### src/rtl/gbf_mul.sv
// gbf_mul: 64 x 64 unsigned multiplier, one 32 x 32 partial product a cycle
// depends on nothing but its ports
`default_nettype none

module gbf_mul (
  input  wire logic         clk_i,
  input  wire logic         rst_ni,
  input  wire logic         start_i,
  input  wire logic [63:0]  a_i,
  input  wire logic [63:0]  b_i,
  output logic              done_o,
  output logic [127:0]      prod_o
);

  logic [63:0]  a_q, b_q;
  logic [63:0]  pp_q;
  logic [127:0] acc_q;
  logic [2:0]   cnt_q;
  logic [1:0]   prv_q;
  logic         busy_q, done_q;
  logic [31:0]  ah, bh;
  logic [127:0] pp_sh;

  // pick the halves for this partial product
  assign ah = cnt_q[1] ? a_q[63:32] : a_q[31:0];
  assign bh = cnt_q[0] ? b_q[63:32] : b_q[31:0];

  // align the previous partial product
  always_comb begin
    unique case (prv_q)
      2'd0:    pp_sh = {64'd0, pp_q};
      2'd3:    pp_sh = {pp_q, 64'd0};
      default: pp_sh = {32'd0, pp_q, 32'd0};
    endcase
  end

  // sequence control
  always_ff @(posedge clk_i or negedge rst_ni) begin
    if (!rst_ni) begin
      busy_q <= 1'b0;
      done_q <= 1'b0;
      cnt_q  <= '0;
    end else begin
      done_q <= 1'b0;
      if (start_i) begin
        busy_q <= 1'b1;
        cnt_q  <= '0;
      end else if (busy_q) begin
        cnt_q <= cnt_q + 3'd1;
        if (cnt_q == 3'd4) begin
          busy_q <= 1'b0;
          done_q <= 1'b1;
        end
      end
    end
  end

  // operands, partial product and accumulator
  always_ff @(posedge clk_i) begin
    if (start_i) begin
      a_q   <= a_i;
      b_q   <= b_i;
      acc_q <= '0;
    end else if (busy_q) begin
      if (cnt_q != 3'd4) begin
        pp_q  <= ah * bh;
        prv_q <= cnt_q[1:0];
      end
      if (cnt_q != 3'd0) begin
        acc_q <= acc_q + pp_sh;
      end
    end
  end

  assign done_o = done_q;
  assign prod_o = acc_q;

endmodule

`default_nettype wire

### config.mk
export PLATFORM = sky130hd
export DESIGN_NAME = gbf_mul
export DESIGN_NICKNAME = d
export VERILOG_FILES = /design/src/rtl/gbf_mul.sv
export SDC_FILE = /design/constraint.sdc
export NUM_CORES = 2
export LEC_CHECK = 0
export ABC_AREA = 1
export BUFFER_PORTS_ARGS = -buffer_cell sky130_fd_sc_hd__buf_2
export CAP_MARGIN = 10
export CORE_MARGIN = 5
export CORE_UTILIZATION = 40
export DETAILED_ROUTE_END_ITERATION = 8
export PLACE_DENSITY = 0.61
export SYNTH_ARGS = -nofsm -noshare
export SYNTH_HDL_FRONTEND = slang
export SYNTH_SLANG_ARGS = --single-unit
### constraint.sdc
create_clock -name clk_i -period 6.5 [get_ports clk_i]
set_input_delay 1.3 -clock clk_i [delete_from_list [all_inputs] [get_ports clk_i]]
set_output_delay 1.3 -clock clk_i [all_outputs]
set_load 0.01 [all_outputs]
Word-level counts from Yosys, hierarchy flattened

Index checks and enable logic that the tools add are counted.

Reductions and logical operators: 5
Equal/unequal tests: 3
Multiply operators: 1
Bitwise gates (word level): 1
Add/subtract/negate cells: 2
Mux-type cells: 11

Operators with widths:

| operator                                     | count |
|---|---|
| case mux 128 bit (2 select lines)            | 1 |
| adder 128 bit                                | 1 |
| multiplier 32 x 32 -> 64 bit                 | 1 |
| 2-to-1 mux 32 bit                            | 2 |
| 2-to-1 mux 1 bit                             | 6 |
| 2-to-1 mux 3 bit                             | 2 |
| adder 3 x 1 -> 3 bit (second input constant) | 1 |
| == test 3 bit (second input constant)        | 1 |
| != test 3 bit (second input constant)        | 1 |
| AND reduction 3 bit                          | 1 |
| nonzero test 3 bit                           | 1 |
| == test 2 bit (second input constant)        | 1 |
| logical NOT 2 bit                            | 1 |
| AND reduction 2 bit                          | 1 |
| nonzero test 2 bit                           | 1 |
| NOT 1 bit                                    | 1 |

Word-level logic and storage cells: 31
Flip-flop bits (word level): 327
Output and inout port bits: 129
Bits of input ports: 131

Depth between registers and ports, before layout

Word-level depth: 4
Depth in mapped cells: 37
Depth with buffers taken out: 34

Worst setup path before layout

OpenSTA, ideal clock, no wires.

Kind: reg2reg
Start point: register cnt_q[1]
End point: register pp_q[60], data pin
Setup slack: -732 ps
Data required time: 6242 ps
Library setup time: 258 ps
Path buffers: 3
Data arrival time: 6974 ps
Cell stages (with the launch flop): 34
Clock period less this slack: 7232 ps
Cell sequence: dfrtp_1 buf_2 inv_2 clkbuf_1 or2_2 o21ai_0 inv_1 clkbuf_1 nand2_1 fa_1 inv_1 fa_1 inv_1 fa_1 inv_1 fa_1 inv_1 fa_1 inv_1 fa_1 fa_1 fa_1 ha_1 nand2_1 nor2_1 nand2_1 o21ai_0 nand2_1 nand3_1 nand2_1 inv_1 nor2_1 nand2_1 nand2_1

Longest elaborated chain between the ends: 2

Ends and longest elaborated chain:

| element                      | line | source |
|---|---|---|
| start, declared              | 18   | `logic [2:0] cnt_q;` |
| start signal, assigned       | 49   | `cnt_q <= cnt_q + 3'd1;` |
| 2-to-1 mux 32 bit            | 25   | `assign ah = cnt_q[1] ? a_q[63:32] : a_q[31:0];` |
| multiplier 32 x 32 -> 64 bit | 66   | `pp_q <= ah * bh;` |
| end signal, assigned         | 66   |  |
| end, declared                | 16   | `logic [63:0] pp_q;` |

Every way passes these cells.
A chain may end at the register's enable or synchronous reset.

Worst setup path in the final report

Start point: register cnt_q[1]
End point: register pp_q[59], data pin

The elaborated chain is that of the path after synthesis.

==> impl_results.md <==
* Outcome: finished with violations
* Failing checks: setup timing
* Top FF cell, synth: edfxtp_1
* Cells after Synth at 8,445
* Core area at 149,000 um^2
* Setup TNS at -37.27 ns
* Fmax at 135 MHz
* Routed Antenna Nets at 0
* Total track usage at 30.5%
* # IOs at 260
* PortBufs at 259
* Synth area leaders: fa_1 30%, nand2_1 13%, inv_1 13%
* Required @ worst endpoint at 6.95 ns
* Final core occ at 48.7%
* Mapped Area at 59,900 um^2
* Slew of the pin with the lowest slew margin at 0.914 ns
* Synthesized Nets at 9,867
* Clock root cell: clkbuf_16
* Setup violators final at 53
* Antenna violations before repair at 1
* Hold slack at 0.531 ns
* TritonCTS Sinks at 327
* Clock skew at 0.0724 ns
* Crit-path max cell delay at 0.60 ns
* WP data arrival at 7.88 ns
* Post-DR wirelength/cell at 21.7 um
* Unrepaired setup endpoints after global routing: true
* CTS tree: built
* Synth warnings at 0
* Crit-path most repeated cell: fa_1
* Fin crit share at 114%
* DRT Pass-1 Iters at 7
* FP Rows at 142
* Max-cap check violation count at 0
* Post-CTS Hold Buffers at 0
* Final GP Congestion at 1.03
* Cell taking the most area after synthesis: fa_1
* Antenna Cells at 0
* Via count at 56,100
* Global-route wire length before repair at 356,000 um
* Drt total wl at 244,000 um
* GRT overflow at 0
* Largest net degree at the start of global routing at 109
* Most common cell in the netlist: nand2_1
* Fin. Hold Viols at 0
* Fin nets at 10,600
* WP buf/inv at 9
* Share of layout cells above drive strength 1 at 17.6%
* Sequential fraction of the synthesis area at 14.2%
* Synth cell types at 53
* Cells on worst reg2reg path at 29
* Residual DRC at 0
* Post-DP HPWL at 211,000 um
* FILL cells at 15,000
* Layout Cells excl Fill at 11,200
* CP max stage cell: fa_1
* PnR worst setup slack at -0.931 ns
* CP top delay family: adder cells
* Post-synth EDFFs at 194
* Seq cells post-synth at 327
* Max Slew Vio Count at 0
* Total CTS buffers at 45
* Minimum clock period at 7.43 ns
* Longest Clk Path Bufs at 3
* Layout area overhead at 21.4%
* Hold Path Class: in -> async
* Setup CP Type: reg -> reg
* Placed cell count at 11,100
* Crit. End Element: register
* Vias per cell at 5.01
* Chip Height at 397 um
* Post-synth ARST share at 1.53%
* Clock latency on the worst-skew pair at 0.69 ns
* Synth top area share at 30.0%
* CP startpoint kind: register
* Crit. path cell count at 29
* # H-tree levels at 2
* Average cell area after synthesis at 7.09 um^2
* Peak fanout along the critical path at 14
* DRT iter0 DRCs at 4,623
* Die W at 397 um
* Die area at 158,000 um^2
* Vias in the first global route at 57,400
* Initial Util at 40.1%
* Clk slew on worst S/H paths at 0.06 ns
* Slew margin rel. at 39.1%
* Synth top cells by count: 2,150 x nand2_1, 2,091 x inv_1, 1,235 x nor2_1
area by class of cell:
class                   count  area [um^2]  area share (%)
flip-flops and latches    327         8520            11.7
clock inverters            34          444           0.611
multi-input cells        5747        44000            60.5
well taps                1944         2430            3.35
inverters                2145         8110            11.2
clock buffers              50         1140            1.57
repair buffers            961         8050            11.1
timing repair:
item / 4_1_cts / 5_1_grt
resized for setup: 190 / 142
endpoints found under the hold margin: 0 / 0
gates cloned: 0 / 4
buffers inserted: 28 / 14
pin swaps: 36 / 32
setup endpoints to repair: 54 / 54
metrics by stage:
stage               instance area [um^2]  setup slack (ns)
floorplan                          60800            -0.373
CTS                                71900            -0.930
global placement                   69300             -1.26
detailed placement                 69300             -1.30
global route                       72700             -1.13
finish                             72700            -0.931
state kept, by name (all words and copies together), names as in the netlist:
register	cells
cnt_q	3
prv_q	2
pp_q	64
prod_o	128
done_o	1
busy_q	1
a_q	64
b_q	64
cell usage in the layout, fill, tap and decap left out, types with 49 or more instances in the layout:
cell type  Yosys  layout
dfxtp_1      128     128
nand3_1      177     171
nand2_2       46      80
xor2_1        96      90
o21ai_0      139      87
o22ai_1       64      64
clkbuf_16      0      49
fa_1         897     863
ha_1         394     360
edfxtp_1     194     194
buf_12         0      96
inv_1       2091    2067
buf_2        129     258
nor2_1      1235    1176
buf_4          2     555
nor2_2        54      96
a21oi_1      168     132
inv_2         41      49
nand2_1     2150    2114
final timing paths:
kind,from,end,slack [ns]
worst min-delay path,rst_ni,cnt_q[0],0.53
worst min register to register,cnt_q[2],done_o,0.53
min in group clk_i,cnt_q[2],done_o,0.53
worst max register to register,cnt_q[1],pp_q[59],-0.93
worst max-delay path,cnt_q[1],pp_q[59],-0.93
max in group asynchronous,rst_ni,cnt_q[1],5.67
layer usage:
metal | up-vias | GRT usage (%) | routed length [um]
met5 | - | 0 | 0
met4 | 0 | 17.3 | 18200
met3 | 598 | 4.17 | 17400
met2 | 2449 | 50.7 | 112000
met1 | 26900 | 38.2 | 96700
li1 | 26200 | - | -
worst register-to-register path: cells and delay by family (launching register included):
kind                     cells  cell delay [ns]
adder cells (fa/ha/maj)      9             4.43
AND/OR/NAND/NOR              9             1.22
flip-flops                   1             0.41
buffers and inverters        9             0.97
AO/OA/AOI/OAI                1             0.16
XOR/XNOR                     1             0.06
cells by family (layout without fill, tap and decap cells):
logic type	count (synthesis)	after routing	synth area share (%)
DFF	327	327	14.2
AOI/OAI and AO/OA	503	503	4.89
buffers and inverters	2371	3190	15.1
and+or+nand+nor	3841	3841	25.9
xor gates and xnor gates	112	112	1.64
adders and majority gates	1291	1291	38.2
Power is left out: the tool's default activity adds up to more than one toggle a clock period on the data nets, which glitch-free logic cannot reach.
