[config.mk]
export PLATFORM = sky130hd
export DESIGN_NAME = gbf_sqrt
export DESIGN_NICKNAME = d
export VERILOG_FILES = /design/src/rtl/gbf_sqrt.sv
export SDC_FILE = /design/constraint.sdc
export NUM_CORES = 1
export LEC_CHECK = 0
export ABC_AREA = 1
export BUFFER_PORTS_ARGS = -buffer_cell sky130_fd_sc_hd__buf_4
export CORE_AREA = 2 2 225 227
export DETAILED_ROUTE_END_ITERATION = 12
export DIE_AREA = 0 0 227 229
export PLACE_DENSITY_LB_ADDON = 0.05
export SLEW_MARGIN = 10
export SYNTH_ARGS = -nofsm -noshare
export SYNTH_HDL_FRONTEND = slang
export SYNTH_SLANG_ARGS = --single-unit
export TNS_END_PERCENT = 20
[constraint.sdc]
create_clock -name clk_i -period 5.92 [get_ports clk_i]
set_input_delay 1.184 -clock clk_i [delete_from_list [all_inputs] [get_ports clk_i]]
set_output_delay 1.184 -clock clk_i [all_outputs]
set_load 0.05 [all_outputs]
[src/rtl/gbf_sqrt.sv]
// gbf_sqrt: floor square root of a 128 bit value, one root bit a cycle
// depends on nothing but its ports
`default_nettype none

module gbf_sqrt (
  input  wire logic         clk_i,
  input  wire logic         rst_ni,
  input  wire logic         start_i,
  input  wire logic [127:0] rad_i,
  output logic              done_o,
  output logic [63:0]       root_o
);

  logic [127:0] rad_q;
  logic [65:0]  rem_q;
  logic [63:0]  root_q;
  logic [5:0]   cnt_q;
  logic         busy_q, done_q;
  logic [67:0]  rem_sh, trial, rem_sub;
  logic         take;

  // bring down two bits and try the next root bit
  assign rem_sh  = {rem_q, rad_q[127:126]};
  assign trial   = {2'b00, root_q, 2'b01};
  assign take    = rem_sh >= trial;
  assign rem_sub = rem_sh - trial;

  // sequence control
  always_ff @(posedge clk_i or negedge rst_ni) begin
    if (!rst_ni) begin
      busy_q <= 1'b0;
      done_q <= 1'b0;
      cnt_q  <= '0;
    end else begin
      done_q <= 1'b0;
      if (start_i) begin
        busy_q <= 1'b1;
        cnt_q  <= '0;
      end else if (busy_q) begin
        cnt_q <= cnt_q + 6'd1;
        if (cnt_q == 6'd63) begin
          busy_q <= 1'b0;
          done_q <= 1'b1;
        end
      end
    end
  end

  // datapath
  always_ff @(posedge clk_i) begin
    if (start_i) begin
      rad_q  <= rad_i;
      rem_q  <= '0;
      root_q <= '0;
    end else if (busy_q) begin
      rad_q  <= {rad_q[125:0], 2'b00};
      rem_q  <= take ? rem_sub[65:0] : rem_sh[65:0];
      root_q <= {root_q[62:0], take};
    end
  end

  assign done_o = done_q;
  assign root_o = root_q;

endmodule

`default_nettype wire

Word level (Yosys, flattened, before mapping)
Index checks and enable logic that the tools add are counted.
{"block": "word_totals", "inputBits": 131, "regBits": 266, "word_cells": 22}
{"block": "classes", "n_eq_ne": 1, "n_mux": 11, "reduce_logical": 1, "magnitude_cmp": 1, "add_sub_neg": 2}
{"operator": "128-bit two-way mux", "count": 2}
{"operator": "68-bit by 66-bit greater-or-equal comparator with 1-bit output", "count": 1}
{"operator": "66-bit two-way mux", "count": 1}
{"operator": "66-bit subtractor", "count": 1}
{"operator": "6-bit two-way mux", "count": 2}
{"operator": "6-bit by 1-bit adder with 6-bit output, second input constant", "count": 1}
{"operator": "6-bit equality test, second input constant", "count": 1}
{"operator": "1-bit two-way mux", "count": 6}
{"operator": "2-bit nonzero test", "count": 1}

Logic depth before layout (Yosys ltp)
{"block": "depth", "depth_word": 4, "ltp_mapped": 19, "ltp_nobuf": 19}

Least setup slack after synthesis
Ideal clock, no wire load.
{"block": "synth_path", "path_kind": "in2reg", "from": "in start_i", "to": "reg rad_q[0], enable pin", "stages": 3, "required_ns": 5.376, "arrival_ns": 4.980, "path_slack_ns": 0.397, "path_buffers": 1, "path_cell_list": "inv_1 > nand2_1 > clkbuf_1"}
{"block": "synth_between", "elab_chain_len": 1}
{"element": "from (decl)", "line_no": "8", "text": "input wire logic start_i,"}
{"element": "2-bit nonzero test (no source line)"}
{"element": "to (signal assigned)", "line_no": "52", "text": "rad_q <= rad_i;"}
{"element": "to (signal assigned)", "line_no": "56", "text": "rad_q <= {rad_q[125:0], 2'b00};"}
{"element": "to (decl)", "line_no": "14", "text": "logic [127:0] rad_q;"}
Every way passes these cells.
A chain may end at the register's enable or synchronous reset.

Worst setup path in the final report
{"block": "layout_path", "from": "reg root_q[12], in the netlist root_o[12]", "to": "reg rem_q[52]"}
{"block": "layout_between", "elab_chain_len": 2, "elab_cells_between_ends": 3, "classes_between": "1 x add/sub; 1 x order compare; 1 x mux"}
{"element": "from (decl)", "line_no": "16", "text": "logic [63:0] root_q;"}
{"element": "from (signal assigned)", "line_no": "58", "text": "root_q <= {root_q[62:0], take};"}
{"element": "66-bit subtractor / 68-bit by 66-bit greater-or-equal comparator with 1-bit output (equally long branches)", "line_no": "26, 25"}
{"element": "66-bit two-way mux *", "line_no": "57", "text": "rem_q <= take ? rem_sub[65:0] : rem_sh[65:0];"}
{"element": "to (signal assigned)", "line_no": "57"}
{"element": "to (decl)", "line_no": "15", "text": "logic [65:0] rem_q;"}
Every way passes the cells marked *; elsewhere a longest branch is shown, timed or not.

==> metrics.txt <==
# TYPE chip_impl_metric gauge
chip_impl_info{name="run_status",value="completed"} 1
chip_impl_metric{name="place.port_buffers",unit=""} 195
chip_impl_info{name="cp_cell_sequence",value="inv_1 -> ha_1 -> nand2_1 -> inv_1 -> nand2_1 -> nand2_1 -> nand2_1 -> nand2_1 -> inv_1 -> nand3_1 -> nand2_1 -> nand3_2 -> nand2_4 -> nand2_4 -> nand2_4 -> nor2_1 -> nor2_1 -> nor2_1"} 1
chip_impl_metric{name="fraction_of_final_layout_cells_sized_beyond_drive_strength_1",unit="%"} 10.6
chip_impl_metric{name="area_of_the_core",unit="um2"} 49700
chip_impl_metric{name="first_iter_violations",unit=""} 925
chip_impl_metric{name="vdd.ir_drop.worst",unit="V"} 0.000257
chip_impl_metric{name="setup-violations-final",unit=""} 0
chip_impl_metric{name="grt_antenna_before_repair",unit=""} 0
chip_impl_metric{name="final_core_util",unit="%"} 41.0
chip_impl_metric{name="p_leak",unit="nW"} 10.9
chip_impl_metric{name="holdWs",unit="ns"} 0.427
chip_impl_metric{name="tightestPinTransition",unit="ns"} 0.927
chip_impl_metric{name="cts.sink_count",unit=""} 266
chip_impl_metric{name="totalPowerFinal",unit="W"} 0.0108
chip_impl_metric{name="synthDistinctLibCells",unit=""} 39
chip_impl_metric{name="number_of_primary_i_o_pins",unit=""} 196
chip_impl_metric{name="max_cap_check_violation_count",unit=""} 0
chip_impl_metric{name="fin_setup_tns",unit="ns"} 0
chip_impl_metric{name="worst-r2r-setup-slack",unit="ns"} 1.78
chip_impl_metric{name="clock.fmax",unit="MHz"} 241
chip_impl_metric{name="power_per_cell_area",unit="nW/um2"} 531
chip_impl_info{name="worst_hold_path_class",value="in -> async"} 1
chip_impl_info{name="cts.root.buffer_cell",value="sky130_fd_sc_hd__clkbuf_16"} 1
chip_impl_metric{name="number_of_nets_with_antenna_violations_after_routing",unit=""} 0
chip_impl_metric{name="post-cts-setup-buffer-count",unit=""} 0
chip_impl_info{name="critical-path-slowest-cell",value="sky130_fd_sc_hd__nand2_4"} 1
chip_impl_metric{name="clock_latency",unit="ns"} 0.56
chip_impl_metric{name="final.period_utilization",unit="%"} 70.0
chip_impl_metric{name="remaining_drc_errors",unit=""} 0
chip_impl_metric{name="die_h",unit="um"} 229
chip_impl_metric{name="cts_made_buffers",unit=""} 34
chip_impl_metric{name="synth.ff_latch_count",unit=""} 266
chip_impl_metric{name="holdBufCountCts",unit=""} 0
chip_impl_metric{name="worst_path_max_stage_delay",unit="ns"} 0.56
chip_impl_metric{name="fin_area",unit="um2"} 20400
chip_impl_metric{name="grt_remaining_overflow",unit=""} 0
chip_impl_metric{name="synth_cells",unit=""} 2625
chip_impl_metric{name="post-dp-hpwl",unit="mm"} 44.8
chip_impl_metric{name="post-route-min-period",unit="ns"} 4.14
chip_impl_metric{name="crit_path_max_fanout",unit=""} 64
chip_impl_metric{name="synth.yosys.seq_area_share",unit="%"} 38.6
chip_impl_metric{name="cts.path.max_buffers",unit=""} 3
chip_impl_metric{name="horizontal_die_dimension",unit="um"} 227
chip_impl_metric{name="cts_repair_resize_count",unit=""} 0
chip_impl_metric{name="clk_pin_slew",unit="ns"} 0.06
chip_impl_metric{name="critical_path_required",unit="ns"} 6.33
chip_impl_metric{name="fillerInstances",unit=""} 5562
chip_impl_metric{name="grt_max_degree",unit=""} 134
chip_impl_metric{name="sequential_cell_area",unit="um2"} 6650
chip_impl_metric{name="r2r.worst_path.cells",unit=""} 18
chip_impl_info{name="setup.worst_path.end_class",value="flop"} 1
chip_impl_metric{name="cts.htree.levels",unit=""} 2
chip_impl_metric{name="postRouteWirelength",unit="mm"} 57.7
chip_impl_metric{name="vias_per_cell",unit=""} 4.71
chip_impl_metric{name="data_arrival_time_of_the_critical_path",unit="ns"} 4.55
chip_impl_metric{name="grt.total_usage",unit="%"} 22.5
chip_impl_info{name="timing.critical_path.mode_cell",value="sky130_fd_sc_hd__nand2_1"} 1
chip_impl_metric{name="mappedNetlistNets",unit=""} 2823
chip_impl_metric{name="post_synth.cell_area_avg",unit="um2"} 6.56
chip_impl_metric{name="drt_first_pass_iters",unit=""} 7
chip_impl_metric{name="syn_area",unit="um2"} 17200
chip_impl_metric{name="start_util",unit="%"} 34.7
chip_impl_metric{name="areaGrowthSynthToFinish",unit="%"} 18.2
chip_impl_info{name="path_class",value="reg -> reg"} 1
chip_impl_metric{name="gp_congestion",unit=""} 0.955
chip_impl_metric{name="grt_first_pass_wirelength",unit="mm"} 91.7
chip_impl_metric{name="grt_pass1_vias",unit=""} 16255
chip_impl_info{name="tritoncts",value="yes"} 1
chip_impl_metric{name="worst_clock_skew",unit="ns"} 0.0240
chip_impl_info{name="r2r-start",value="root_o[12]$_SDFFE_PP0P_"} 1
chip_impl_info{name="crit_family",value="simple AND/OR/NAND/NOR gates"} 1
chip_impl_metric{name="fp.dieArea",unit="um2"} 52000
chip_impl_metric{name="worstPathBufferInverterCount",unit=""} 3
chip_impl_info{name="crit_path_start_kind",value="flop"} 1
chip_impl_metric{name="placementRows",unit=""} 82
chip_impl_metric{name="antennaDiodeCount",unit=""} 0
chip_impl_metric{name="wl_per_cell",unit="um"} 16.6
chip_impl_metric{name="worst_slew_margin_rel",unit="%"} 38.2
chip_impl_metric{name="detailed_place.area",unit="um2"} 19300
chip_impl_metric{name="final_nets",unit=""} 2974
chip_impl_metric{name="timing.final.hold_violations",unit=""} 0
chip_impl_metric{name="slew_violations",unit=""} 0
chip_impl_metric{name="vias",unit=""} 16344
chip_impl_metric{name="yosys_warnings",unit=""} 0
chip_impl_metric{name="area_taken_by_multi_input_logic_gates",unit="um2"} 8610
chip_impl_info{name="worstReg2RegEnd",value="rem_q[52]$_SDFFE_PP0P_"} 1
chip_impl_info{name="grt_setup_unrepaired",value="no"} 1
-- cell usage after synthesis --
master                     number  area [um2]
sky130_fd_sc_hd__nand2_1     1115        4190
sky130_fd_sc_hd__inv_1        424        1590
sky130_fd_sc_hd__nor2_1       169         634
sky130_fd_sc_hd__nand3_1      149         746
sky130_fd_sc_hd__dfxtp_1      130        2600
sky130_fd_sc_hd__edfxtp_1     128        3840
sky130_fd_sc_hd__nand4_1       86         538
sky130_fd_sc_hd__ha_1          67         838
sky130_fd_sc_hd__o22ai_1       63         394
sky130_fd_sc_hd__a21oi_1       58         290
sky130_fd_sc_hd__clkbuf_1      53         199
sky130_fd_sc_hd__xor2_1        30         263
sky130_fd_sc_hd__nor2_2        19         119
sky130_fd_sc_hd__o21ai_0       16        80.1
sky130_fd_sc_hd__buf_1         15        56.3
sky130_fd_sc_hd__nor3_1        14        70.1
sky130_fd_sc_hd__buf_2         13        65.1
sky130_fd_sc_hd__o21bai_1      11        82.6
sky130_fd_sc_hd__nand3b_1      10        75.1
sky130_fd_sc_hd__dfrtp_1        8         200
sky130_fd_sc_hd__inv_2          6        22.5
sky130_fd_sc_hd__nand2_2        6        37.5
sky130_fd_sc_hd__buf_4          5        37.5
sky130_fd_sc_hd__nor2_4         4        45.0
sky130_fd_sc_hd__a21o_1         3        22.5
sky130_fd_sc_hd__and2_1         3        18.8
sky130_fd_sc_hd__nand2_4        3        33.8
sky130_fd_sc_hd__nor4_1         3        18.8
sky130_fd_sc_hd__o211ai_1       3        22.5
sky130_fd_sc_hd__o21ai_1        2        10.0
sky130_fd_sc_hd__a211oi_1       1        7.51
sky130_fd_sc_hd__a21oi_2        1        8.76
sky130_fd_sc_hd__buf_6          1        11.3
sky130_fd_sc_hd__clkinv_1       1        3.75
sky130_fd_sc_hd__nand3_2        1        10.0
sky130_fd_sc_hd__nor3_4         1        16.3
sky130_fd_sc_hd__nor4_2         1        12.5
sky130_fd_sc_hd__o21bai_2       1        11.3
sky130_fd_sc_hd__xnor2_1        1        8.76
-- flip-flops by register name, indices dropped and copies added (netlist names) --
name,cells
rad_q,128
done_o,1
cnt_q,6
rem_q,66
root_o,64
busy_q,1
-- power breakdown --
part	total (W)	internal (W)	switching (W)
Combinational	0.00640	0.00195	0.00445
Sequential	0.00235	0.00219	0.000156
Clock	0.00208	0.00123	0.000847
-- worst max-delay path by stage --
stage | slack [ns] | cells after the start | startpoint | to
after global placement | 1.88 | 4 | start_i | rad_q[58]$_DFFE_PP_
after CTS | 1.79 | 18 | root_o[12]$_SDFFE_PP0P_ | rem_q[49]$_SDFFE_PP0P_
after global routing | 1.52 | 18 | root_o[16]$_SDFFE_PP0P_ | rem_q[50]$_SDFFE_PP0P_
final | 1.78 | 18 | root_o[12]$_SDFFE_PP0P_ | rem_q[52]$_SDFFE_PP0P_
after detailed placement | 1.82 | 18 | root_o[12]$_SDFFE_PP0P_ | rem_q[49]$_SDFFE_PP0P_
after floorplan | 0.40 | 3 | start_i | rad_q[0]$_SDFFCE_PN0P_
-- cell type report --
type	instances	share of cell area, %
repair buffers	202	7.51
flip-flops and latches	266	32.7
well taps	672	4.13
clock buffers	47	4.71
clock inverters	13	0.707
inverters	431	7.97
multi-input cells	1841	42.3
-- worst register-to-register path, delay by kind of cell (launching register included) --
family / cells / cell delay, ns
fa+ha+maj: 1 / 0.35
buf+inv: 3 / 0.21
flops: 1 / 0.33
simple gates: 14 / 3.08
-- metrics by stage --
stage          worst slack [ns]  instances
6_report                   1.78       3472
5_1_grt                    1.52       3472
4_1_cts                    1.79       3472
3_5_place_dp               1.82       3412
3_3_place_gp               1.88       3412
2_1_floorplan             0.397       2625
-- logic make-up (layout without fill, tap and decap cells) --
kind of cell,after synthesis,in the layout,share of synthesized area [%]
and+or+nand+nor,1584,1584,38.1
adders and majority gates,67,67,4.86
AOI/OAI and AO/OA,159,159,5.39
buffers and inverters,518,693,11.5
xor gates and xnor gates,31,31,1.58
DFF,266,266,38.6
-- metal layers --
layer  wire [um]  track usage, %  vias to the layer above
li1            -               -                     8501
met2       28000            39.0                      247
met4        1180            5.47                        0
met3        2270            3.55                       53
met1       26300            29.1                     7543
met5           0               0                        -
-- cells in the final DEF, fill, tap and decap left out, drive strengths merged, types with 10 or more instances in the layout --
cell	instances
nand2	1124
inv	433
buf	202
nor2	192
nand3	150
dfxtp	130
edfxtp	128
nand4	86
ha	67
o22ai	63
a21oi	59
clkbuf	47
xor2	30
o21ai	18
nor3	15
o21bai	12
nand3b	10
No activity file was read; power rests on OpenSTA's default activity.
