--- src/rtl/gbf_div.sv ---
// gbf_div: 128 by 64 bit unsigned restoring divider, one quotient bit a cycle
// depends on nothing but its ports
`default_nettype none

module gbf_div (
  input  wire logic         clk_i,
  input  wire logic         rst_ni,
  input  wire logic         start_i,
  input  wire logic [127:0] num_i,
  input  wire logic [63:0]  den_i,
  output logic              done_o,
  output logic [127:0]      quot_o
);

  logic [127:0] num_q;
  logic [63:0]  den_q, rem_q;
  logic [6:0]   cnt_q;
  logic         busy_q, done_q;
  logic [63:0]  sh, diff;
  logic         take;

  // one shift-subtract step
  assign sh   = {rem_q[62:0], num_q[127]};
  assign diff = sh - den_q;
  assign take = rem_q[63] || (sh >= den_q);

  // sequence control
  always_ff @(posedge clk_i or negedge rst_ni) begin
    if (!rst_ni) begin
      busy_q <= 1'b0;
      done_q <= 1'b0;
      cnt_q  <= '0;
    end else begin
      done_q <= 1'b0;
      if (start_i) begin
        busy_q <= 1'b1;
        cnt_q  <= '0;
      end else if (busy_q) begin
        cnt_q <= cnt_q + 7'd1;
        if (cnt_q == 7'd127) begin
          busy_q <= 1'b0;
          done_q <= 1'b1;
        end
      end
    end
  end

  // numerator shifts out, quotient shifts in
  always_ff @(posedge clk_i) begin
    if (start_i) begin
      num_q <= num_i;
      den_q <= den_i;
      rem_q <= '0;
    end else if (busy_q) begin
      rem_q <= take ? diff : sh;
      num_q <= {num_q[126:0], take};
    end
  end

  assign done_o = done_q;
  assign quot_o = num_q;

endmodule

`default_nettype wire

--- config.mk ---
export PLATFORM = sky130hd
export DESIGN_NAME = gbf_div
export DESIGN_NICKNAME = d
export VERILOG_FILES = /design/src/rtl/gbf_div.sv
export SDC_FILE = /design/constraint.sdc
export NUM_CORES = 1
export LEC_CHECK = 0
export BUFFER_PORTS_ARGS = -buffer_cell sky130_fd_sc_hd__buf_4
export CAP_MARGIN = 0
export CORE_MARGIN = 2
export CORE_UTILIZATION = 59
export DETAILED_ROUTE_END_ITERATION = 7
export PLACE_DENSITY = 0.93
export SLEW_MARGIN = 20
export SYNTH_ARGS = -nofsm -noshare
export SYNTH_HDL_FRONTEND = slang
export SYNTH_SLANG_ARGS = --single-unit
--- constraint.sdc ---
create_clock -name clk_i -period 11 [get_ports clk_i]
set_input_delay 0.55 -clock clk_i [delete_from_list [all_inputs] [get_ports clk_i]]
set_output_delay 0.55 -clock clk_i [all_outputs]
set_load 0.01 [all_outputs]
Word-level counts from Yosys, hierarchy flattened
Cells that the tools add are included.
{"block": "word_totals", "output_inout_bits": 129, "reg_bits": 265, "elab_cells": 23, "inputBits": 195}
{"block": "op_classes", "mux": 11, "addsub": 2, "n_lt_le_gt_ge": 1, "n_eq_ne": 1, "reduce_logical": 2}
{"op": "2-to-1 mux 128 bit", "n": 2}
{"op": "greater-or-equal comparator 64 bit", "n": 1}
{"op": "2-to-1 mux 64 bit", "n": 1}
{"op": "subtractor 64 bit", "n": 1}
{"op": "2-to-1 mux 7 bit", "n": 2}
{"op": "adder 7 x 1 -> 7 bit (second input constant)", "n": 1}
{"op": "equality test 7 bit (second input constant)", "n": 1}
{"op": "2-to-1 mux 1 bit", "n": 6}
{"op": "nonzero test 2 bit", "n": 1}
{"op": "logical OR 1 bit", "n": 1}

Depth between registers and ports, before layout
Gate-level depths: netlist of run 1.
{"block": "logic_depth", "word_depth": 4, "mapped_depth": 16, "mapped_depth_nobuf": 14}

Worst setup path after synthesis of run 1
No wires, ideal clock.
{"block": "synth_timing", "path_type": "in2reg", "start": "in start_i", "end": "reg num_q[0], in the netlist quot_o[0] (enable)", "arrival_ns": 3.585, "t_required_ns": 10.520, "setup_time_ns": 0.480, "n_path_buf": 2, "setup_slack_ns": 6.935, "cell_stages": 4, "cell_sequence": "clkbuf_1 nor2_1 clkbuf_1 inv_1"}
{"block": "synth_via", "elab_chain_len": 1}
{"element": "start, declared", "line_no": "8", "source": "input wire logic start_i,"}
{"element": "nonzero test 2 bit (no source line)"}
{"element": "end signal, assigned", "line_no": "51", "source": "num_q <= num_i;"}
{"element": "end signal, assigned", "line_no": "56", "source": "num_q <= {num_q[126:0], take};"}
{"element": "end, declared", "line_no": "15", "source": "logic [127:0] num_q;"}
No other way between the ends.
A chain may end at the register's enable or synchronous reset.

Worst setup path in the final report of run 1
{"block": "layout_timing", "start": "reg num_q[127], in the netlist quot_o[127]", "end": "reg rem_q[51]"}
{"block": "layout_via", "elab_chain_len": 3, "elab_cells_between_ends": 4, "cone_classes": "add/sub (1); order compare (1); mux (1); reduce/logical (1)"}
{"element": "greater-or-equal comparator 64 bit", "line_no": "25", "source": "assign take = rem_q[63] || (sh >= den_q);"}
{"element": "logical OR 1 bit", "line_no": "25"}
{"element": "2-to-1 mux 64 bit (*)", "line_no": "55", "source": "rem_q <= take ? diff : sh;"}
{"element": "end signal, assigned", "line_no": "55"}
{"element": "end, declared", "line_no": "16", "source": "logic [63:0] den_q, rem_q;"}
Every way passes the cells marked *; elsewhere a longest branch is shown, timed or not.

==> results of run 1 <==
[synthesized netlist by cell type (9+ instances only)]
cell / count
a21oi_1: 91
a211oi_1: 37
nand2_1: 83
o21ai_1: 17
a31oi_1: 10
nand3_1: 11
mux2i_1: 36
nand4_1: 22
a211oi_2: 9
xor2_1: 26
o21bai_1: 9
o21ai_0: 51
nor2_1: 91
nor3_1: 18
mux2_2: 130
inv_1: 84
ha_1: 65
dfxtp_1: 64
nor2b_1: 10
edfxtp_1: 192
a21o_1: 22
a22oi_1: 9
xnor2_1: 38
nand2b_1: 11
dfrtp_1: 9
clkbuf_1: 48
[critical path: cells and delay by family, from the launching register on]
kind	cells	cell delay [ns]
AOI/OAI and AO/OA	5	1.28
and+or+nand+nor	4	1.06
buffers and inverters	2	0.84
adders and majority gates	2	0.63
DFF	1	0.39
[per-layer routing]
metal | up-vias | global-route usage (%) | wire length [µm]
met2 | 475 | 53.0 | 19600
met3 | 144 | 8.52 | 3200
met4 | 2 | 16.3 | 2500
met5 | - | 0 | 20
li1 | 5335 | - | -
met1 | 5430 | 34.7 | 14900
[power by group through the flow]
stage	clock network [mW]	registers, mW	logic (mW)
after detailed placement	0	1.39	1.55
after floorplan	0	1.38	1.15
after global routing	0.984	1.40	1.73
after global placement	0	1.38	1.51
after CTS	0.943	1.38	1.57
final	0.931	1.38	1.58
[state kept, by name, indices dropped and copies added, names as in the netlist]
signal	cells
done_o	1
busy_q	1
rem_q	64
cnt_q	7
den_q	64
quot_o	128
[area by class of cell]
| cell class | count | share of cell area (%) |
|---|---|---|
| sequential | 265 | 40.7 |
| multi-input combinational | 877 | 36.3 |
| timing repair buffer | 328 | 13.9 |
| clock buffer | 42 | 4.33 |
| tap | 324 | 2.27 |
| inverter | 84 | 1.78 |
| clock inverter | 10 | 0.707 |
| antenna | 1 | 0.0140 |
[metrics by stage]
step                worst slack, ns  power (mW)
floorplan                      6.93        2.53
global placement               6.91        2.90
detailed placement             6.71        2.95
CTS                            6.66        3.89
global route                   6.32        4.11
finish                         6.65        3.89
[repair_timing]
item / CTS / global route
endpoints found under the hold margin: 9 / 0
hold buffers: 1 / 0
setup buffers: 0 / 0
setup endpoints to repair: 0 / 0
[kinds of logic (layout without fill, tap and decap cells)]
family / count (synthesis) / count (layout)
AOI/OAI and AO/OA: 313 / 313
and+or+nand+nor: 268 / 268
DFF: 265 / 265
muxes: 166 / 166
buffers and inverters: 150 / 464
adders and majority gates: 66 / 66
xor gates and xnor gates: 64 / 64
other: 0 / 1
[layout by cell type (no fill, tap or decap), types with 26 or more instances in the layout]
cell,synthesis,layout
a211oi_1,37,37
clkbuf_16,0,28
dfxtp_1,64,64
nor2_1,91,90
a21oi_1,91,91
mux2_2,130,130
o21ai_0,51,51
xor2_1,26,26
mux2i_1,36,36
xnor2_1,38,38
edfxtp_1,192,192
nand2_1,83,83
ha_1,65,65
inv_1,84,83
buf_4,2,323
[worst min path at each step]
stage                         start                   end  slack [ns]  cells after the start
after floorplan              rst_ni      busy_q$_DFF_PN0_        0.25                      0
after global placement       rst_ni  cnt_q[4]$_DFFE_PN0P_        0.38                      1
after detailed placement     rst_ni  cnt_q[4]$_DFFE_PN0P_        0.38                      1
after CTS                 den_i[49]   den_q[49]$_DFFE_PP_        0.15                      1
after global routing       den_i[2]    den_q[2]$_DFFE_PP_        0.14                      1
final                      den_i[4]    den_q[4]$_DFFE_PP_        0.17                      1
==> reports/summary.txt, run 1 <==
placed inst area -> 0.0170 mm²
number of cells produced by synthesis -> 1,292
CP startpoint -> quot_o[127]$_DFFE_PP_
largest family of logic cells by synthesized area -> compound AO/OA/AOI/OAI gates
post-synthesis xor/xnor area fraction -> 3.90%
switching share of power -> 35.9%
FILL cells -> 1,608
flop2flop setup slack -> 6.65 ns
starting density of the core -> 59.6%
Pint -> 2.49 mW
RSZ-0062 raised after global routing -> no
Synth Area in Compound Gates -> 14.2%
ratio of cells with drive above 1 in the final layout -> 32.4%
P&R area growth vs syn -> 24.4%
Netlist cell types -> 65
H-tree levels -> 1
#FFs+latches synth -> 265
DR iter-0 viols -> 973
Routed WL -> 40,100 µm
clock tree sinks -> 265
core area -> 0.0241 mm²
P_leak -> 7.56 nW
Critical Path Sink Type -> flop
minimum clock period -> 4.35 ns
register share of total power -> 35.5%
Post-CTS Resized -> 0
TritonCTS buffer count -> 28
Syn Area/Cell -> 11.1 µm²
Critical Path Sink -> rem_q[51]$_SDFFE_PP0P_
Nets -> 1,845
Synth top area share -> 40.1%
Non-Filler Instances -> 1,931
Worst Skew -> 0.0125 ns
fmax -> 0.230 GHz
CTS tree -> yes
mux contribution to synthesized area -> 12.7%
type of the worst setup path -> flop to flop
Die X -> 160 µm
Largest stage delay, worst path -> 0.78 ns
final hold slack -> 0.167 ns
period utilisation layout -> 39.5%
Post-Syn Nets -> 1,553
initial antenna violation count -> 2
Rows -> 57
Max Slew Vio Count -> 0
Tightest Pin Transition -> 1.09 ns
Multi-input gate area -> 0.00649 mm²
Hold Violations, Final -> 0
Die Span Y -> 160 µm
gp weighted congestion -> 0.972
vias in the first global route -> 11,700
setup violators final -> 0
WP data arrival -> 4.81 ns
Reg2Reg Depth -> 13
VDD IR max -> 0.134 mV
register area share after synthesis -> 50.6%
drt pass-1 iters -> 6
CTS Buffer Depth -> 3
clock insertion delay at the later pin of the skew report -> 0.56 ns
crit-path cells -> inv_1, ha_1, fa_1, nand2b_1, a21oi_1, o21ai_0, nand2_1, a21oi_1, a211oi_1, or3_4, buf_4, nand2b_1, o21ai_0
routed via count -> 11,400
global-route wire length before repair -> 61,900 µm
Root Driver -> clkbuf_16
ys async rst share -> 3.40%
Critical Path RT -> 11.47 ns
CP startpoint kind -> flop
P per Cell Area -> 218 mW/mm²
Min-Delay Path Class -> primary input to flop
Logic pwr share -> 40.6%
mapped cell area -> 0.0144 mm²
Critical-path top delay cell -> buf_4
Psw -> 1.40 mW
Tot GR Track Use -> 30.7%
Ports -> 324
global route overflow -> 0
PortBufs -> 323
ys flop type -> edfxtp_1
Synth area leaders -> edfxtp_1 40%, mux2_2 10%, dfxtp_1 8.9%, ha_1 5.7%, a21oi_1 3.2%
clock group share of total power -> 23.9%
EDFF count, synth -> 192
Yosys top cell by area -> edfxtp_1
Design Area, Final -> 0.0179 mm²
Ys Warns -> 0
DR WL/cell -> 20.8 µm
status -> completed
CP Max Fanout -> 76
max-cap viol count -> 0
Remaining DRCs -> 0
post-route ant nets -> 0
adder-cell share of the synthesized area -> 5.80%
Slew HR -> 27.6%
Setup TNS Final -> 0 ns
Clk pin slew, worst setup/hold paths -> 0.06 ns
end of the worst register-to-register path -> rem_q[51]$_SDFFE_PP0P_
pin count of the biggest net entering global routing -> 129
reg2reg start -> quot_o[127]$_DFFE_PP_
register area -> 0.00727 mm²
placed wire-length estimate -> 29,200 µm
die footprint -> 0.0256 mm²
Vias/cell -> 5.90
simple logic cell fraction of the synthesized area -> 8.52%
Core Util, Final -> 74.2%
placed cells -> 1,877
(Power assumes the default switching activity.)
==> inputs of run 2 (changes only) <==
CORE_UTILIZATION = 55   (was 59)
PLACE_DENSITY = 0.88   (was 0.93)
clock period = 4.1 ns   (was 11 ns; I/O delays follow)
==> reports/summary.txt, run 2 (synthesis results as in run 1) <==
status -> completed
PortBufs -> 323
CP startpoint -> den_q[55]$_DFFE_PP_
FILL cells -> 1,527
P_leak -> 8.43 nW
most frequent cells in the layout -> 330 x buf_4, 194 x dlygate4sd3_1, 192 x edfxtp_1
Ports -> 324
P per Cell Area -> 545 mW/mm²
starting density of the core -> 55.6%
P&R area growth vs syn -> 38.9%
Nets -> 2,046
vias in the first global route -> 13,000
crit-path cells -> inv_1, ha_1, a21oi_1, o21ai_0, a211oi_1, o21ai_1, a311o_1, or3_4, nand2b_1, o21ai_0
Vias/cell -> 5.87
minimum clock period -> 3.56 ns
Largest stage delay, worst path -> 0.54 ns
Place WS -> 0.626 ns
Setup TNS Final -> 0 ns
placed inst area -> 0.0170 mm²
Tot Pwr -> 10.9 mW
Multi-input gate area -> 0.00648 mm²
Worst Skew -> 0.0130 ns
CP startpoint kind -> flop
Critical Path Sink Type -> flop
register area -> 0.00727 mm²
clock insertion delay at the later pin of the skew report -> 0.57 ns
end of the worst register-to-register path -> rem_q[62]$_SDFFE_PP0P_
gp weighted congestion -> 0.946
reg2reg start -> den_q[55]$_DFFE_PP_
Design Area, Final -> 0.0200 mm²
placed cells -> 1,895
global-route wire length before repair -> 71,600 µm
CTS tree -> yes
Die X -> 166 µm
Routed WL -> 46,500 µm
ratio of cells with drive above 1 in the final layout -> 29.6%
DR WL/cell -> 21.7 µm
placed wire-length estimate -> 29,300 µm
Hold Violations, Final -> 0
Tot GR Track Use -> 32.7%
Slew HR -> 47.2%
WP data arrival -> 3.97 ns
number of flip-flops in the largest register -> 128
Min-Delay Path Class -> primary input to async pin
final hold slack -> 0.0275 ns
pin count of the biggest net entering global routing -> 129
post-route ant nets -> 0
RSZ-0062 raised after global routing -> no
drt pass-1 iters -> 5
setup violators final -> 0
Reg2Reg Depth -> 10
DR iter-0 viols -> 1,083
core area -> 0.0258 mm²
Tightest Pin Transition -> 0.792 ns
max-cap viol count -> 0
Root Driver -> clkbuf_16
die footprint -> 0.0274 mm²
TritonCTS buffer count -> 29
Die Span Y -> 166 µm
period utilisation layout -> 86.8%
Max Slew Vio Count -> 0
Critical-path top delay cell -> or3_4
VDD IR max -> 0.434 mV
Critical Path RT -> 4.51 ns
fmax -> 0.281 GHz
initial antenna violation count -> 6
clock tree sinks -> 265
type of the worst setup path -> flop to flop
cell mode on critical path -> o21ai_0
global route overflow -> 0
Core Util, Final -> 77.2%
flop2flop setup slack -> 0.54 ns
Clk pin slew, worst setup/hold paths -> 0.06 ns
routed via count -> 12,600
CP Max Fanout -> 19
commonest non-fill, non-tap cell in the layout -> buf_4
PnR worst setup slack -> 0.543 ns
Rows -> 59
CTS Buffer Depth -> 3
Remaining DRCs -> 0
H-tree levels -> 1
Non-Filler Instances -> 2,149
run 2: cell count changes in the layout (fill, tap and decap cells not counted), sizes merged, moves of 3 or more:
cell,change
buf,+7
clkbuf,-7
clkinv,+4
clkinvlp,+3
diode,+5
dlygate4sd3,+193
run 2: per-layer routing:
metal  up-vias  part of all wire (%)  track usage (%)
met1      6106                    38             38.6
li1       5756                     -                -
met4         0                   5.1             14.2
met5         -                     0                0
met3       130                   7.0             5.50
met2       632                    50             58.7
run 2: timing repair:
item / in CTS / in global routing
buffers inserted: 0 / 0
hold buffers: 194 / 0
resized for setup: 0 / 0
endpoints found under the hold margin: 211 / 0
run 2: worst max-delay path: cells and delay by family (launching register included):
kind                       cells  cell delay [ns]
AOI/OAI and AO/OA              6             1.54
and+or+nand+nor                2             1.06
adders and majority gates      1             0.41
DFF                            1             0.35
buffers and inverters          1             0.05
run 2: final cells by class:
class                      instances  share of cell area, %
antenna                            6                 0.0752
clock buffer                      35                   3.80
clock inverter                    19                  0.984
inverter                          84                   1.59
multi-input combinational        877                   32.5
sequential                       265                   36.4
tap                              335                   2.10
timing repair buffer             528                   22.5
run 2: how the worst max path moves through the flow:
stage                        endpoint  cells past startpoint
6_report       rem_q[62]$_SDFFE_PP0P_                     10
5_1_grt        rem_q[56]$_SDFFE_PP0P_                     15
4_1_cts        rem_q[62]$_SDFFE_PP0P_                     12
3_5_place_dp   rem_q[62]$_SDFFE_PP0P_                     12
3_3_place_gp      quot_o[0]$_DFFE_PP_                     10
2_1_floorplan     quot_o[0]$_DFFE_PP_                      4
run 2: power breakdown:
part / switching, mW / internal (mW) / leakage [nW]
Sequential: 0.371 / 3.37 / 2.62
Clock: 1.14 / 1.52 / 0.462
Combinational: 2.45 / 2.04 / 5.35
Total: 3.96 / 6.92 / 8.43
==> inputs of run 3 (changes only) <==
PLACE_DENSITY = 0.79   (was 0.88)
==> reports/summary.txt, run 3 (synthesis results as in run 1) <==
Multi-input gate area -> 0.00648 mm²
type of the worst setup path -> flop to flop
global-route wire length before repair -> 73,200 µm
FILL cells -> 1,574
global route overflow -> 0
placed wire-length estimate -> 28,100 µm
placed inst area -> 0.0170 mm²
Min-Delay Path Class -> primary input to async pin
core area -> 0.0258 mm²
routed via count -> 12,500
max-cap viol count -> 0
period utilisation layout -> 91.0%
Place WS -> 0.516 ns
register area -> 0.00728 mm²
Slew HR -> 31.0%
Hold Violations, Final -> 0
P per Cell Area -> 542 mW/mm²
Critical Path RT -> 4.51 ns
Critical Path Sink Type -> flop
post-route ant nets -> 0
die footprint -> 0.0274 mm²
Clk pin slew, worst setup/hold paths -> 0.06 ns
vias in the first global route -> 12,900
Tot GR Track Use -> 33.5%
Tot Pwr -> 10.8 mW
CTS tree -> yes
M1 WL -> 17,800 µm
commonest non-fill, non-tap cell in the layout -> buf_4
Max Slew Vio Count -> 0
minimum clock period -> 3.73 ns
Setup TNS Final -> 0 ns
drt pass-1 iters -> 6
Met3 Wirelength -> 3510 µm
Nets -> 2,043
Die Span Y -> 166 µm
P&R area growth vs syn -> 38.1%
gp weighted congestion -> 0.890
Routed WL -> 47,000 µm
Remaining DRCs -> 0
Top Layer Used -> met5
starting density of the core -> 55.6%
Vias/cell -> 5.83
pin count of the biggest net entering global routing -> 98
CP Max Fanout -> 29
WL met2 -> 23,400 µm
WP data arrival -> 4.15 ns
number of flip-flops in the largest register -> 128
status -> completed
Design Area, Final -> 0.0198 mm²
CTS Buffer Depth -> 3
DR iter-0 viols -> 1,214
P_leak -> 8.38 nW
initial antenna violation count -> 4
RSZ-0062 raised after global routing -> no
VDD IR max -> 0.505 mV
DR WL/cell -> 21.9 µm
Root Driver -> clkbuf_16
most frequent cells in the layout -> 329 x buf_4, 193 x dlygate4sd3_1, 192 x edfxtp_1
clock insertion delay at the later pin of the skew report -> 0.58 ns
H-tree levels -> 1
Rows -> 59
Worst Skew -> 0.0205 ns
ratio of cells with drive above 1 in the final layout -> 29.1%
Die X -> 166 µm
clock tree sinks -> 265
CP startpoint kind -> flop
setup violators final -> 0
Ports -> 324
Tightest Pin Transition -> 1.04 ns
TritonCTS buffer count -> 29
fmax -> 0.268 GHz
PortBufs -> 323
PnR worst setup slack -> 0.369 ns
run 3: changes by cell type in the layout (fill, tap and decap cells not counted):
cell,delta
clkinv_2,-2
dlygate4sd3_1,-1
clkinvlp_4,-3
clkbuf_8,-1
inv_6,+1
dfrtp_4,+1
buf_4,-1
clkbuf_1,+1
dfrtp_2,-1
bufinv_16,-2
buf_12,-1
clkinv_1,+6
diode_2,-2
run 3: through the flow:
| step | utilization [%] | cells | hold slack [ns] |
|---|---|---|---|
| after global routing | 76.8 | 2142 | 0.0308 |
| after global placement | 65.9 | 1893 | 0.0344 |
| after CTS | 76.8 | 2140 | 0.00813 |
| final | 76.8 | 2144 | 0.0147 |
| after floorplan | - | 1292 | -0.0906 |
| after detailed placement | 65.9 | 1893 | 0.0350 |
run 3: cell type report:
class,instances,share of cell area (%)
antenna,4,0.0504
clock buffer,35,3.77
clock inverter,19,0.681
inverter,84,1.60
multi-input combinational,877,32.7
sequential,265,36.7
tap,335,2.11
timing repair buffer,525,22.5
run 3: report_power, final:
part	internal, mW	total, mW	switching, mW
logic	2.03	4.49	2.46
clock network	1.37	2.54	1.17
registers	3.37	3.74	0.366
run 3: what timing repair did:
item,in CTS,in global routing
gates resized for setup,0,0
endpoints found under the hold margin,201,0
setup buffers,0,0
hold buffers,193,0
run 3: layer usage:
metal	GRT usage (%)	vias up
met2	59.0	640
met5	0	-
met3	7.22	162
met4	13.6	2
met1	39.9	5935
li1	-	5756
run 3: critical path, cell delays in order (launching register included):
cell,delay [ns]
edfxtp_1,0.37
inv_1,0.07
ha_1,0.43
a21oi_1,0.26
o21ai_0,0.19
a211oi_1,0.37
o21ai_1,0.12
a311o_1,0.34
or3_4,0.61
nand2b_1,0.57
o21ai_0,0.23
run 3: final timing paths:
| check | cells after the start | end | start | slack, ns |
|---|---|---|---|---|
| min reg2reg | 2 | rem_q[63]$_SDFFE_PP0P_ | rem_q[63]$_SDFFE_PP0P_ | 0.46 |
| min in group clk_i | 1 | den_q[42]$_DFFE_PP_ | start_i | 0.12 |
| max in group asynchronous | 2 | busy_q$_DFF_PN0_ | rst_ni | 3.94 |
| max reg2reg | 10 | rem_q[58]$_SDFFE_PP0P_ | den_q[55]$_DFFE_PP_ | 0.37 |
| min | 2 | cnt_q[3]$_DFFE_PN0P_ | rst_ni | 0.01 |
| max | 10 | rem_q[58]$_SDFFE_PP0P_ | den_q[55]$_DFFE_PP_ | 0.37 |
